[src/rtl/core/dsc_div.sv]
// Pipelined restoring divider, one quotient bit per stage, two lanes on a shared divisor.
`default_nettype none

module dsc_div #(
  parameter int DW = 16,
  parameter int QW = 32,
  parameter int SW = 3
) (
  input  logic          clk_i,
  input  logic          rst_ni,
  input  logic          en_i,
  input  logic          valid_i,
  input  logic [DW-1:0] rem_a_i,
  input  logic [DW-1:0] rem_b_i,
  input  logic [QW-1:0] low_a_i,
  input  logic [QW-1:0] low_b_i,
  input  logic [DW-1:0] div_i,
  input  logic [SW-1:0] side_i,
  output logic          valid_o,
  output logic [QW-1:0] quo_a_o,
  output logic [QW-1:0] quo_b_o,
  output logic [SW-1:0] side_o
);

  // Stage boundaries: index 0 is the input, index k the output of stage k.
  logic [DW-1:0] ra [QW];
  logic [DW-1:0] rb [QW];
  logic [QW-1:0] la [QW+1];
  logic [QW-1:0] lb [QW+1];
  logic [DW-1:0] dv [QW+1];
  logic [SW-1:0] sd [QW+1];
  logic          vv [QW+1];

  assign ra[0] = rem_a_i;
  assign rb[0] = rem_b_i;
  assign la[0] = low_a_i;
  assign lb[0] = low_b_i;
  assign dv[0] = div_i;
  assign sd[0] = side_i;
  assign vv[0] = valid_i;

  for (genvar k = 0; k < QW; k++) begin : g_stage
    logic [DW:0]   ta, tb, dd, sa, sb;
    logic          ge_a, ge_b;
    logic [DW-1:0] ra_d, rb_d;
    logic [QW-1:0] la_q, lb_q;
    logic [DW-1:0] dv_q;
    logic [SW-1:0] sd_q;
    logic          vv_q;

    // Shift in the next dividend bit and try to subtract.
    assign ta   = {ra[k], la[k][QW-1]};
    assign tb   = {rb[k], lb[k][QW-1]};
    assign dd   = {1'b0, dv[k]};
    assign sa   = ta - dd;
    assign sb   = tb - dd;
    assign ge_a = (ta >= dd);
    assign ge_b = (tb >= dd);
    assign ra_d = ge_a ? sa[DW-1:0] : ta[DW-1:0];
    assign rb_d = ge_b ? sb[DW-1:0] : tb[DW-1:0];

    // Advance the valid bit.
    always_ff @(posedge clk_i or negedge rst_ni) begin
      if (!rst_ni) begin
        vv_q <= 1'b0;
      end else if (en_i) begin
        vv_q <= vv[k];
      end
    end

    // Advance the data.
    always_ff @(posedge clk_i) begin
      if (en_i) begin
        la_q <= {la[k][QW-2:0], ge_a};
        lb_q <= {lb[k][QW-2:0], ge_b};
        dv_q <= dv[k];
        sd_q <= sd[k];
      end
    end

    assign la[k+1] = la_q;
    assign lb[k+1] = lb_q;
    assign dv[k+1] = dv_q;
    assign sd[k+1] = sd_q;
    assign vv[k+1] = vv_q;

    // Hold the partial remainder where a later stage reads it.
    if (k < QW - 1) begin : g_rem
      logic [DW-1:0] ra_q, rb_q;
      always_ff @(posedge clk_i) begin
        if (en_i) begin
          ra_q <= ra_d;
          rb_q <= rb_d;
        end
      end
      assign ra[k+1] = ra_q;
      assign rb[k+1] = rb_q;
    end
  end

  assign valid_o = vv[QW];
  assign quo_a_o = la[QW];
  assign quo_b_o = lb[QW];
  assign side_o  = sd[QW];

endmodule

`default_nettype wire

[config.mk]
export PLATFORM = sky130hd
export DESIGN_NAME = dsc_div
export DESIGN_NICKNAME = d
export VERILOG_FILES = /design/src/rtl/core/dsc_div.sv
export SDC_FILE = /design/constraint.sdc
export NUM_CORES = 2
export LEC_CHECK = 0
export BUFFER_PORTS_ARGS = -buffer_cell sky130_fd_sc_hd__buf_2
export CAP_MARGIN = 5
export CELL_PAD_IN_SITES_DETAIL_PLACEMENT = 1
export CELL_PAD_IN_SITES_GLOBAL_PLACEMENT = 1
export CORE_AREA = 2 2 650 652
export DETAILED_ROUTE_END_ITERATION = 6
export DIE_AREA = 0 0 652 654
export GPL_TIMING_DRIVEN = 0
export PLACE_DENSITY_LB_ADDON = 0.1
export SLEW_MARGIN = 20
export SYNTH_ARGS = -nofsm -noshare
export SYNTH_HDL_FRONTEND = slang
export SYNTH_SLANG_ARGS = --single-unit
[constraint.sdc]
create_clock -name clk_i -period 4 [get_ports clk_i]
set_clock_uncertainty 0.15 [all_clocks]
set_input_delay 0.8 -clock clk_i [delete_from_list [all_inputs] [get_ports clk_i]]
set_output_delay 0.8 -clock clk_i [all_outputs]
set_load 0.1 [all_outputs]
# ---- After elaboration in Yosys (flattened, before gate mapping)
# Index checks and enable logic that the tools add are counted.
# Widths: inputs -> output; s select.
dict set report totals {
  mem_bits_rw 0
  word_cells 409
  in_bits 119
  rom_bits 0
  memories 0
  reg_bits 3664
  output_inout_bits 68
  latch_bits 0
}
dict set report classes {
  eq_ne 0
  bitwise 0
  magnitude_cmp 64
  n_mux 62
  multipliers 0
  div 0
  n_shift 0
  n_addsub 62
  n_reduce_logical 0
}
# cell count
set ops {}
lappend ops {{$ge 17x16->1} 64}
lappend ops {{$mux 16} 62}
lappend ops {{$sub 16x16->16} 62}

# ---- Logic depth before layout (Yosys ltp)
dict set report depth {
  ltp_word 2
  ltp_mapped 13
  ltp_nobuf 12
}

# ---- Worst setup path after synthesis
# OpenSTA, ideal clock, no wires.
dict set report synth_timing {
  kind {input -> register}
  from {input port div_i[1]}
  to {register g_stage[0].g_rem.ra_q[10] (data pin)}
  required_ps 3590
  arrival_ps 3311
  stages 13
  slack_ps 279
  cell_sequence {inv_1 > ha_1 > nor2b_1 > o21a_1 > o21a_1 > o31ai_1 > a311o_1 > o31a_1 > o21ai_0 > a211o_1 > clkbuf_1 > buf_1 > mux2_2}
}
dict set report synth_via {
  elab_chain_len 2
}
# element line_no
set synth_rtl {}
lappend synth_rtl {{start: declaration} 17} ;# input logic [DW-1:0] div_i,
lappend synth_rtl {{$ge 17x16->1} 57} ;# assign ge_a = (ta >= dd);
lappend synth_rtl {{named net g_stage[0].ge_a} 44} ;# logic ge_a, ge_b;
lappend synth_rtl {{$mux 16} 59} ;# assign ra_d = ge_a ? sa[DW-1:0] : ta[DW-1:0];
lappend synth_rtl {{named net g_stage[0].ra_d[10]} 45} ;# logic [DW-1:0] ra_d, rb_d;
lappend synth_rtl {{end signal: assignment} 92} ;# ra_q <= ra_d;
lappend synth_rtl {{end: declaration} 89} ;# logic [DW-1:0] ra_q, rb_q;
# The timed path passes the listed nets, and every way through them passes these cells.
# A chain may end at the register's enable or synchronous reset.

# ---- Worst setup path in the final report
dict set report layout_timing {
  from {register g_stage[24].dv_q[1]}
  to {register g_stage[25].g_rem.rb_q[14] (data pin)}
}
dict set report layout_via {
  elab_chain_len 2
}
# element line_no
set layout_rtl {}
lappend layout_rtl {{start: declaration} 47} ;# logic [DW-1:0] dv_q;
lappend layout_rtl {{start signal: assignment} 76} ;# dv_q <= dv[k];
lappend layout_rtl {{$ge 17x16->1} 58} ;# assign ge_b = (tb >= dd);
lappend layout_rtl {{named net g_stage[25].ge_b} 44}
lappend layout_rtl {{$mux 16} 60} ;# assign rb_d = ge_b ? sb[DW-1:0] : tb[DW-1:0];
lappend layout_rtl {{named net g_stage[25].rb_d[14]} 45}
lappend layout_rtl {{end signal: assignment} 93} ;# rb_q <= rb_d;
lappend layout_rtl {{end: declaration} 89}
# The timed path passes the listed nets, and every way through them passes these cells.

==> results.py <==
metrics = {
    "run_status": {
        "status": "finished clean",
    },
    "hold_path": {
        "holdCritStartpoint": "en_i",
        "holdPathStages": 1,
        "holdPathEnd": "g_stage[8].sd_q[0]",
        "hp-class": "in2reg",
    },
    "critical_path": {
        "crit_path_top_delay_cell": "or4_1",
        "path_cells": "inv_1 -> ha_1 -> nor2b_1 -> o21a_1 -> o21ai_2 -> a211oi_1 -> or4_1 -> a31o_1 -> a211o_1 -> a211o_1 -> buf_6 -> buf_6 -> mux2_4",
        "critPathRequiredTime_ns": 4.55,
        "cp.arrival_ns": 4.50,
        "crit_family": "compound AO/OA/AOI/OAI gates",
        "cp_max_fo": 10,
        "crit_type": "reg2reg",
        "reg2reg_to": "g_stage[25].g_rem.rb_q[14]",
        "path_buf_inv": 3,
        "reg2reg_from": "g_stage[24].dv_q[1]",
        "r2r_setup_slack_ns": 0.05,
        "rr_worst_depth": 13,
        "cp-start-kind": "flip-flop",
        "crit_path_end_kind": "flip-flop",
        "cpPeakStageDelay_ns": 0.53,
    },
    "synthesis": {
        "ys_seq_elements": 3664,
        "synth_top_family_by_area": "compound AO/OA/AOI/OAI gates",
        "synth_compound_area_share_pct": 8.85,
        "synthXorXnorAreaFrac_pct": 3.80,
        "netlist_area_sq_mm": 0.167,
        "synthMuxAreaShare_pct": 4.58,
        "yosysTopAreaCell": "edfxtp_1",
        "yosysSeqAreaShare_pct": 65.7,
        "synthSimpleGateAreaFrac_pct": 6.45,
        "ys.flop_type": "edfxtp_1",
        "synth.avg_cell_area_sq_um": 14.3,
        "synthCells": 11673,
        "yosysTopAreaCellShare_pct": 65.2,
        "synth_edf_count": 3632,
        "ys_async_sr_fraction_pct": 0.873,
        "synth_adder_area_share_pct": 8.40,
        "yosys_warnings": 0,
        "synth_cell_type_count": 86,
        "synth_area_leaders": "edfxtp_1 (65%), ha_1 (7.7%), mux2_2 (3.8%)",
        "synth_fp_nets": 12878,
    },
    "global_route": {
        "antenna_found_initial": 6,
        "grt_overflow": 0,
        "grt_max_degree": 150,
        "grt_pass1_wl_mm": 607,
        "grt_usage_pct": 18.3,
        "grt_pass1_vias": 100484,
    },
    "final_layout": {
        "layout-drive-gt1-share_pct": 13.6,
        "syn_to_final_growth_pct": 15.2,
        "final_core_util_pct": 45.9,
        "final_cell_mix": "edfxtp_1 (3632), ha_1 (1024), inv_1 (823)",
        "final_common_cell": "edfxtp_1",
        "layout.nets": 13683,
    },
    "route": {
        "drtIter0Drc": 5740,
        "antenna_left": 0,
        "dr.pass1.iters": 5,
        "wl_mm": 398,
        "post-route-drc-count": 0,
        "vias": 95171,
        "wl_per_cell_um": 21.7,
        "via_per_inst": 5.19,
    },
    "sta": {
        "worstMarginPinSlew_ns": 1.20,
        "timing.final.crit_period_ns": 3.95,
        "holdWs_ns": 0.0935,
        "report.final.slew_viol_count": 0,
        "fin_ws_ns": 0.0498,
        "slew-limit-headroom_pct": 17.6,
        "finalSetupViolations": 0,
        "hold_viol": 0,
        "rsz0062_at_grt": "true",
        "clock.fmax_mhz": 253,
        "period_share_pct": 98.8,
    },
    "power_and_ir_drop": {
        "irDropWorstVdd_uv": 450,
        "finalPower_mw": 154,
        "power.density_mw_per_mm2": 801,
        "total_leakage_power_nw": 73.4,
    },
    "die": {
        "core_sq_mm": 0.419,
        "rows": 238,
        "die_h_um": 654,
        "die_x_um": 652,
        "dieArea_sq_mm": 0.426,
        "pin_count": 187,
        "initial_utilization_pct": 39.9,
    },
    "cts": {
        "cts_root_buffer": "clkbuf_16",
        "cts_inserted_buffers": 399,
        "cts_tree": "yes",
        "clk_pin_slew_worst_paths_ns": 0.06,
        "cts-htree-levels": 5,
        "clock_path_buffers": 4,
        "cts_sinks": 3664,
        "clock_latency_ns": 0.98,
    },
    "placement": {
        "pre_cts_slack_ns": -3.81,
        "io_buffers": 186,
        "place_congestion": 0.876,
        "dp_hpwl_mm": 292,
    },
    "run": {
        "maxCapViolCount": 0,
    },
}
registers in the layout (all words and copies together), names as in the netlist:
register	cells
g_stage.la_q	992
g_stage.lb_q	992
g_stage.dv_q	496
g_stage.g_rem.ra_q	496
g_stage.g_rem.rb_q	496
g_stage.sd_q	93
quo_a_o	32
quo_b_o	32
g_stage.vv_q	31
side_o	3
valid_o	1
through the flow:
| stage | instance area, sq um | cells | setup TNS (ns) |
|---|---|---|---|
| 6_report | 193000 | 18336 | 0 |
| 5_1_grt | 193000 | 18335 | -0.718 |
| 4_1_cts | 192000 | 18300 | 0 |
| 3_5_place_dp | 176000 | 17411 | -2705.55 |
| 3_3_place_gp | 175000 | 17379 | - |
| 2_1_floorplan | 167000 | 11673 | 0 |
layer usage:
layer / track usage (%) / share of wire (%)
met2: 31.2 / 48
met1: 25.2 / 47
met5: 0 / 0
met3: 2.28 / 3.0
met4: 3.75 / 1.9
cell usage after synthesis (all sizes together) (92+ instances only):
library cell and count:
nand2b 113, o21a 155, ha 1024, o21ai 516
nand2 477, nor2b 168, edfxtp 3632, xor2 222
mux2 596, xnor2 504, clkbuf 92, inv 827
a21oi 679, nor3 188, a21o 268, nand3 155
nand4 129, nor2 732
report_power, final:
part	internal [mW]	switching, mW	leakage (nW)
clock network	22.6	15.6	6.60
logic	25.5	32.5	30.9
registers	53.5	4.63	35.9
total	102	52.7	73.4
cell families (layout without fill, tap and decap cells):
family          after synthesis  in the layout
buf+inv                     967           2108
mux                         682            682
xor+xnor                    726            726
compound gates             2298           2298
flops                      3664           3664
fa+ha+maj                  1086           1086
simple gates               2250           2250
other cells                   0              2
worst max path at each step:
stage / start / depth (start not counted) / end
floorplan: div_i[1] / 13 / g_stage[0].g_rem.ra_q[10]
global placement: en_i / 1 / quo_a_o[11]
detailed placement: en_i / 13 / g_stage[19].vv_q
CTS: g_stage[4].dv_q[1] / 13 / g_stage[5].g_rem.rb_q[13]
global route: g_stage[18].dv_q[1] / 11 / g_stage[19].g_rem.ra_q[12]
finish: g_stage[24].dv_q[1] / 13 / g_stage[25].g_rem.rb_q[14]
final cells by class:
cell class / instances / area [sq um]
Clock buffer: 458 / 10300
Timing Repair Buffer: 412 / 4070
Sequential cell: 3664 / 110000
Buffer: 129 / 711
Antenna cell: 2 / 5.00
Inverter: 830 / 3120
Multi-Input combinational cell: 7042 / 54200
Fill cell: 41548 / 227000
Clock inverter: 279 / 3410
Tap cell: 5520 / 6910
what timing repair did:
action | in CTS | in global routing
hold buffers | 113 | 0
endpoints found under the setup margin | 1729 | 776
resized for setup | 102 | 136
buffers inserted | 23 | 37
cloned | 19 | 3
hold endpoints to repair | 144 | 0
pin swaps | 15 | 19
Note: power is estimated with default switching activity, not from simulation.
