--- config.mk ---
export PLATFORM = sky130hd
export DESIGN_NAME = dsc_front
export DESIGN_NICKNAME = d
export VERILOG_FILES = /design/src/rtl/core/dsc_pkg.sv /design/src/rtl/core/dsc_front.sv
export SDC_FILE = /design/constraint.sdc
export NUM_CORES = 2
export LEC_CHECK = 0
export BUFFER_PORTS_ARGS = -buffer_cell sky130_fd_sc_hd__buf_2
export CAP_MARGIN = 20
export CORE_MARGIN = 2
export CORE_UTILIZATION = 45
export DETAILED_ROUTE_END_ITERATION = 7
export REMOVE_ABC_BUFFERS = 1
export SLEW_MARGIN = 20
export SYNTH_ARGS = -nofsm -noshare
export SYNTH_HDL_FRONTEND = slang
export SYNTH_SLANG_ARGS = --single-unit
--- constraint.sdc ---
create_clock -name clk_i -period 13.5 [get_ports clk_i]
set_input_delay 0.675 -clock clk_i [delete_from_list [all_inputs] [get_ports clk_i]]
set_output_delay 0.675 -clock clk_i [all_outputs]
set_load 0.05 [all_outputs]
--- src/rtl/core/dsc_pkg.sv ---
// Shared types, constants and the compare-order helper function of the dual-inverter SVPWM compare block.
`default_nettype none

package dsc_pkg;

  // Fraction bits of a duty value: 1.0 is 2^FRAC_BITS.
  localparam int FRAC_BITS = 16;

  // sqrt(3)/2 in Q30.
  localparam logic [29:0] SQ3H_Q30 = 30'd929887697;

  // Configuration register indexes.
  localparam logic [1:0] REG_PERIOD_ONE = 2'd0;
  localparam logic [1:0] REG_PERIOD_TWO = 2'd1;
  localparam logic [1:0] REG_MIN_PULSE  = 2'd2;

  // Inverter lanes.
  localparam logic LANE_ONE = 1'b0;
  localparam logic LANE_TWO = 1'b1;

  // Sideband of the rescale divider.
  typedef struct packed {
    logic [2:0]  sector;
    logic        ovm;
    logic [15:0] dm;
    logic [15:0] dn;
  } dsc_side2_t;

  // Sideband of the ratio divider.
  typedef struct packed {
    logic [2:0]  sector;
    logic [16:0] dm;
    logic [16:0] dn;
    logic [15:0] d0;
  } dsc_side3_t;

  // One result word: sector and three compare counts per inverter.
  typedef struct packed {
    logic [2:0]            sector;
    logic [1:0][2:0][15:0] cmp;
  } dsc_res_t;

  // Compare-value order of one inverter: three 2-bit picks, first pick on top.
  function automatic logic [5:0] order_code(logic lane, logic [2:0] sector);
    logic [5:0] code;
    code = 6'b00_01_11;
    if (lane == LANE_ONE) begin
      case (sector)
        3'd1: code = 6'b00_01_11;
        3'd2: code = 6'b10_00_11;
        3'd3: code = 6'b11_00_01;
        3'd4: code = 6'b11_10_00;
        3'd5: code = 6'b01_11_00;
        3'd6: code = 6'b00_11_10;
        default: code = 6'b00_01_11;
      endcase
    end else begin
      case (sector)
        3'd1: code = 6'b11_10_00;
        3'd2: code = 6'b01_11_00;
        3'd3: code = 6'b00_11_10;
        3'd4: code = 6'b00_01_11;
        3'd5: code = 6'b10_00_11;
        3'd6: code = 6'b11_00_01;
        default: code = 6'b11_10_00;
      endcase
    end
    return code;
  endfunction

endpackage

`default_nettype wire

--- src/rtl/core/dsc_front.sv ---
// Sector decision and Q16 duty numerators, two register stages.
`default_nettype none

module dsc_front
  import dsc_pkg::*;
(
  input  logic               clk_i,
  input  logic               rst_ni,
  input  logic               en_i,
  input  logic               valid_i,
  input  logic signed [15:0] v_alpha_i,
  input  logic signed [15:0] v_beta_i,
  input  logic [15:0]        v_dc_i,
  output logic               valid_o,
  output logic [2:0]         sector_o,
  output logic [31:0]        num_m_o,
  output logic [31:0]        num_n_o,
  output logic [15:0]        vdc_o
);

  // Stage one: squares and the sqrt(3)/2 product.
  logic signed [31:0] aa_full, bb_full;
  logic signed [46:0] ca_full;

  assign aa_full = v_alpha_i * v_alpha_i;
  assign bb_full = v_beta_i * v_beta_i;
  assign ca_full = $signed({1'b0, SQ3H_Q30}) * v_alpha_i;

  logic               s1_valid_q;
  logic signed [15:0] a_q, b_q;
  logic [30:0]        aa_q, bb_q;
  logic signed [46:0] ca_q;
  logic [15:0]        vdc1_q;

  always_ff @(posedge clk_i or negedge rst_ni) begin
    if (!rst_ni) begin
      s1_valid_q <= 1'b0;
    end else if (en_i) begin
      s1_valid_q <= valid_i;
    end
  end

  always_ff @(posedge clk_i) begin
    if (en_i) begin
      a_q    <= v_alpha_i;
      b_q    <= v_beta_i;
      aa_q   <= aa_full[30:0];
      bb_q   <= bb_full[30:0];
      ca_q   <= ca_full;
      vdc1_q <= (v_dc_i == 16'd0) ? 16'd1 : v_dc_i;
    end
  end

  // Stage two: slope compares, sector and numerators.
  logic [31:0]        a3, bb32;
  logic               lt, gt;
  logic               apos, aneg, azero, bpos, bneg;
  logic signed [47:0] ca, hb, fb, nm, nn;
  logic [2:0]         sector_d;

  assign a3    = {aa_q, 1'b0} + {1'b0, aa_q};
  assign bb32  = {1'b0, bb_q};
  assign lt    = (bb32 < a3);
  assign gt    = (bb32 > a3);
  assign aneg  = a_q[15];
  assign azero = (a_q == 16'sd0);
  assign apos  = !aneg && !azero;
  assign bneg  = b_q[15];
  assign bpos  = !bneg && (b_q != 16'sd0);
  assign ca    = {ca_q[46], ca_q};
  assign hb    = {{3{b_q[15]}}, b_q, 29'd0};
  assign fb    = {{2{b_q[15]}}, b_q, 30'd0};

  always_comb begin
    sector_d = 3'd1;
    nm       = '0;
    nn       = '0;
    if (apos && !bneg && lt) begin
      sector_d = 3'd1; nm = ca - hb;  nn = fb;
    end else if (bpos && (azero || (apos && !lt) || (aneg && gt))) begin
      sector_d = 3'd2; nm = ca + hb;  nn = hb - ca;
    end else if (aneg && bpos) begin
      sector_d = 3'd3; nm = fb;       nn = -ca - hb;
    end else if (aneg && !bpos && lt) begin
      sector_d = 3'd4; nm = hb - ca;  nn = -fb;
    end else if (bneg && (azero || (aneg && !lt) || (apos && gt))) begin
      sector_d = 3'd5; nm = -ca - hb; nn = ca - hb;
    end else if (apos && bneg) begin
      sector_d = 3'd6; nm = -fb;      nn = ca + hb;
    end
  end

  logic        s2_valid_q;
  logic [2:0]  sector_q;
  logic [31:0] num_m_q, num_n_q;
  logic [15:0] vdc2_q;

  always_ff @(posedge clk_i or negedge rst_ni) begin
    if (!rst_ni) begin
      s2_valid_q <= 1'b0;
    end else if (en_i) begin
      s2_valid_q <= s1_valid_q;
    end
  end

  // Clamp negative numerators at zero and drop the Q30 fraction bits below FRAC_BITS.
  always_ff @(posedge clk_i) begin
    if (en_i) begin
      sector_q <= sector_d;
      num_m_q  <= nm[47] ? 32'd0 : nm[45:30-FRAC_BITS];
      num_n_q  <= nn[47] ? 32'd0 : nn[45:30-FRAC_BITS];
      vdc2_q   <= vdc1_q;
    end
  end

  assign valid_o  = s2_valid_q;
  assign sector_o = sector_q;
  assign num_m_o  = num_m_q;
  assign num_n_o  = num_n_q;
  assign vdc_o    = vdc2_q;

endmodule

`default_nettype wire

; ---- Word level (Yosys, flattened, before mapping)
; Index checks and enable logic that the tools add are counted.
[word_totals]
ramBits = 0
mem_bits_ro = 0
memories = 0
word_cells = 71
latch_bits = 0
register_bits = 242
inputBits = 52
out_inout_bits = 84
[classes]
div_mod_pow = 0
add_sub_neg = 7
reduce_logical = 28
magnitude_cmp = 2
muxes = 17
bitwise_logic = 0
n_eq_ne = 0
n_shift = 0
multipliers = 3
[op_table]
columns = op, count
row1 = 48-bit two-way mux, 12
row2 = 16-bit by 16-bit multiplier with 31-bit output, 2
row3 = 47-bit by 45-bit adder with 48-bit output, 1
row4 = 46-bit negator with 48-bit output, 1
row5 = 47-bit negator with 48-bit output, 1
row6 = 45-bit by 47-bit subtractor with 48-bit output, 1
row7 = 47-bit by 45-bit subtractor with 48-bit output, 1
row8 = 48-bit by 45-bit subtractor with 48-bit output, 1
row9 = "31-bit by 16-bit multiplier with 47-bit output, first input constant", 1
row10 = 32-bit by 31-bit adder with 32-bit output, 1
row11 = 31-bit by 32-bit greater-than comparator with 1-bit output, 1
row12 = 16-bit logical NOT, 2
row13 = 31-bit by 32-bit less-than comparator with 1-bit output, 1
row14 = 16-bit nonzero test, 1
row15 = 1-bit logical AND, 14
row16 = 3-bit two-way mux, 3
row17 = 1-bit logical NOT, 5
row18 = 1-bit logical OR, 4
row19 = 2-bit two-way mux, 2
row20 = 3-bit OR reduction, 1
row21 = 2-bit OR reduction, 1

; ---- Longest topological paths before layout
[logic_depth]
depth_word = 13
mapped_depth = 28
ltp_nobuf = 27

; ---- Worst setup path before layout
; No wires, ideal clock.
[synth_path]
path_kind = input-to-reg
from = input port v_alpha_i[11]
to = register aa_q[30] (data pin)
setup_slack_ns = 6.717
t_arrival_ns = 6.523
n_path_buf = 1
cell_stages = 26
required_time_ns = 13.240
path_cell_list = clkbuf_1 -> inv_1 -> nor2_1 -> inv_1 -> fa_1 -> inv_1 -> fa_1 -> inv_1 -> fa_1 -> inv_1 -> fa_1 -> fa_1 -> inv_1 -> fa_1 -> inv_1 -> ha_1 -> a21o_1 -> a21o_1 -> a21oi_1 -> a311oi_1 -> nor3b_1 -> o31a_1 -> nor2b_1 -> o21a_1 -> o41a_1 -> xnor2_1
[synth_via]
elab_chain_cells = 1
[synth_lines]
columns = item, line_no
row1 = "start, declared", dsc_front.sv:11  ; input logic signed [15:0] v_alpha_i,
row2 = 16-bit by 16-bit multiplier with 31-bit output, dsc_front.sv:25  ; assign aa_full = v_alpha_i * v_alpha_i;
row3 = named net aa_full[30], dsc_front.sv:22  ; logic signed [31:0] aa_full, bb_full;
row4 = "end signal, assigned", dsc_front.sv:47  ; aa_q <= aa_full[30:0];
row5 = "end, declared", dsc_front.sv:31  ; logic [30:0] aa_q, bb_q;
; The timed path passes the listed nets, and every way through them passes these cells.
; A chain may end at the register's enable or synchronous reset.

; ---- Worst setup path in the final report
[layout_path]
from = register aa_q[3]
to = register num_n_q[25], in the netlist num_n_o[25] (data pin)
[layout_via]
elab_chain_cells = 12
[layout_lines]
columns = item, line_no
row1 = 32-bit by 31-bit adder with 32-bit output *, dsc_front.sv:61  ; assign a3 = {aa_q, 1'b0} + {1'b0, aa_q};
row2 = 31-bit by 32-bit less-than comparator with 1-bit output, dsc_front.sv:63  ; assign lt = (bb32 < a3);
row3 = 1-bit logical NOT, "dsc_front.sv:80, dsc_front.sv:86"
row4 = 1-bit logical AND, dsc_front.sv:86  ; end else if (bneg && (azero || (aneg && !lt) || (apos && gt))) begin
row5 = 1-bit logical OR (2 in series), dsc_front.sv:86
row6 = 1-bit logical AND, dsc_front.sv:86
row7 = 48-bit two-way mux, dsc_front.sv:86
row8 = 48-bit two-way mux, dsc_front.sv:84  ; end else if (aneg && !bpos && lt) begin
row9 = 48-bit two-way mux, dsc_front.sv:82  ; end else if (aneg && bpos) begin
row10 = 48-bit two-way mux, dsc_front.sv:80  ; end else if (bpos && (azero || (apos && !lt) || (aneg && gt))) begin
row11 = 48-bit two-way mux *, dsc_front.sv:78  ; if (apos && !bneg && lt) begin
row12 = "end signal, assigned", dsc_front.sv:111  ; num_n_q <= nn[47] ? 32'd0 : nn[45:30-FRAC_BITS];
row13 = "end, declared", dsc_front.sv:95  ; logic [31:0] num_m_q, num_n_q;
; Every way passes the cells marked *; elsewhere a longest branch is shown, timed or not.

==> flow_summary_export.csv <==
group,metric,value,unit
worst_setup_path,cpMaxStageDelayCell,"nor4_1",
route,dr_wl_met3,4.94,mm
worst_setup_path,critPathBufInv,1,
worst_setup_path,path_common_cell,"a21oi_1",
timing,finalClockSkew,0.0173,ns
clock_tree,cts_tree,"built",
worst_hold_path,min_path_type,"in -> reg",
grt,grt_pass1_wl,179,mm
floorplanning,start_util,45.4,%
timing,period_needed,8.90,ns
clock_tree,h-tree-depth,1,
timing,relSlewSlack,29.6,%
clock_tree,clkSinkCount,234,
place,place_congestion,0.945,
place,io_buffers,135,
worst_setup_path,crit_chain,"ha_1, a211oi_1, o21ai_0, a21oi_1, a21oi_1, a21o_1, nand2_1, a21oi_1, o41ai_1, nor4_1, a2111oi_1, a21oi_1, xnor2_1, ha_1, nand4_1, nor4_1, a21oi_1, o21ai_2, or2_2, o211ai_1, a22oi_1, nand3_1, buf_4, a2111oi_0",
floorplanning,rows,112,
route,num_vias,30433,
grt,antenna_found_initial,2,
yosys,syn_avg_cell_area,9.58,µm²
route,wirelength,110,mm
route,first_pass_iters,6,
yosys,synth-async-reset-ratio,0.855,%
yosys,yosysUniqueCellTypes,87,
worst_setup_path,cp.required,13.90,ns
place,hpwlAfterDp,89.0,mm
clock_tree,clkLatencyLatePin,0.61,ns
worst_hold_path,min_from,"v_dc_i[6]",
grt,grt_overflow,0,
worst_setup_path,crit_family,"compound AO/OA/AOI/OAI gates",
grt,grt_max_degree,143,
route,ant_nets,0,
yosys,synthCells,4419,
timing,whs,0.270,ns
timing,finalHoldViolations,0,
route,post-route-drc-count,0,
worst_setup_path,end_kind,"register",
place,placed_area,44200,µm²
route,wl_per_cell,19.1,µm
floorplanning,fp.dieH,311,µm
worst_setup_path,r2r-start,"aa_q[3]",
yosys,synth_edf_count,232,
floorplanning,die_w,311,µm
yosys,synthFlopType,"edfxtp_1",
final_layout,area_growth,6.77,%
timing,maxSlewViolCount,0,
worst_setup_path,slowest_delay,0.83,ns
floorplanning,core,93300,µm²
clock_tree,clockRootBuffer,"clkbuf_16",
yosys,synth_seq_cells,234,
worst_setup_path,crit_type,"reg -> reg",
yosys,ys_seq_area_share,16.6,%
route,drtIter0Drc,1924,
timing,tightest_slew,1.05,ns
timing,setup_violations,0,
timing,max_freq,112,MHz
timing,fin_tns_setup,0,ns
final_layout,nNetsFinal,5718,
grt,grt_pass1_vias,32344,
worst_setup_path,critPathArrivalTime,9.30,ns
flow_run,cap_violations,0,
status,status,"finished clean",
final_layout,final_cell_mix,"inv_1, fa_1, ha_1",
timing,fin_crit_sh,65.9,%
worst_setup_path,critPathLaunch,"aa_q[3]",
route,wl_met2,52.8,mm
clock_tree,cts_inserted_buffers,31,
clock_tree,cts_setup_buffers,0,
final_layout,design_area,45200,µm²
route,drt-met1-wl,48.7,mm
floorplanning,dieArea,96600,µm²
final_layout,antenna_cells,0,
route,viasPerCell,5.29,
final_layout,final_common_cell,"inv_1",
worst_setup_path,startpoint_type,"register",
clock_tree,clock_path_buffers,3,
yosys,yosys_warnings,0,
yosys,syn_area,42300,µm²
floorplanning,boundaryPins,136,
route,highest_layer,"met5",
grt,grt_usage,23.2,%
clock_tree,clkTransAtPathRegs,0.07,ns
worst_setup_path,critPathMaxFanout,34,
timing,rsz0062_at_grt,"false",
final_layout,drive_gt1_share,5.42,%
worst register-to-register path: cells and delay by family (launching register included):
family	cells	cell delay [ns]
buffers and inverters	1	0.50
adders and majority gates	2	0.65
AOI/OAI and AO/OA	14	4.37
DFF	1	0.41
xor gates and xnor gates	1	0.16
and+or+nand+nor	6	2.59
final timing paths:
check | endpoint | slack, ns | cells past startpoint
max | num_n_o[25] | 4.60 | 24
min reg2reg | vdc_o[15] | 0.42 | 0
min in group asynchronous | s1_valid_q | 0.39 | 2
min | vdc1_q[6] | 0.27 | 1
max in group asynchronous | valid_o | 13.02 | 2
max reg2reg | num_n_o[25] | 4.60 | 24
flip-flops by register name, indices dropped and copies added (netlist names):
register / flops
num_n_o: 32
a_q: 16
vdc_o: 16
vdc1_q: 16
valid_o: 1
ca_q: 43
sector_o: 3
bb_q: 29
num_m_o: 32
s1_valid_q: 1
b_q: 16
aa_q: 29
metal layers:
metal,vias to the layer above,global-route usage (%)
met1,15098,31.3
met3,151,2.01
met4,2,6.66
met5,-,0
met2,751,39.8
li1,14431,-
per-stage QoR:
step,cells,util [%],setup WS (ns)
floorplan,4291,-,6.14
global placement,5695,47.4,4.88
detailed placement,5695,47.4,4.74
CTS,5753,48.4,4.69
global route,5753,48.4,3.94
finish,5753,48.4,4.60
area by class of cell:
class | instances | area, µm²
fillers | 8915 | 48100
inverters | 1024 | 3840
clock inverters | 24 | 178
multi-input cells | 3033 | 31000
clock buffers | 33 | 783
repair buffers | 151 | 821
flip-flops and latches | 234 | 7020
well taps | 1254 | 1570
cells by family (layout without fill, tap and decap cells):
| family | count (synthesis) | in the layout | synth area share (%) |
|---|---|---|---|
| DFF | 234 | 234 | 16.6 |
| buffers and inverters | 1152 | 1232 | 10.3 |
| xor gates and xnor gates | 218 | 218 | 4.51 |
| and+or+nand+nor | 839 | 839 | 9.52 |
| muxes | 10 | 10 | 0.251 |
| AOI/OAI and AO/OA | 774 | 774 | 12.0 |
| other | 1 | 1 | 0.00886 |
| adders and majority gates | 1191 | 1191 | 46.9 |
synthesized netlist by cell type (all sizes together), types with 32 or more instances:
cell	number	area, µm²
fa	659	13200
a31oi	36	225
a21oi	223	1120
ha	532	6660
o21bai	35	263
nor2b	32	200
inv	1020	3830
a21o	68	510
xor2	54	473
xnor2	164	1440
nand3	44	220
and2	90	563
nor3	44	231
o21ai	138	694
a22oi	36	270
clkbuf	113	424
nand2	260	976
nor2	210	791
edfxtp	232	6970
timing repair:
item / in CTS / in global routing
gates resized for setup: 0 / 0
endpoints found under the hold margin: 2 / 0
hold buffers: 1 / 0
Power is left out: the tool's default activity adds up to more than one toggle a clock period on the data nets, which glitch-free logic cannot reach.
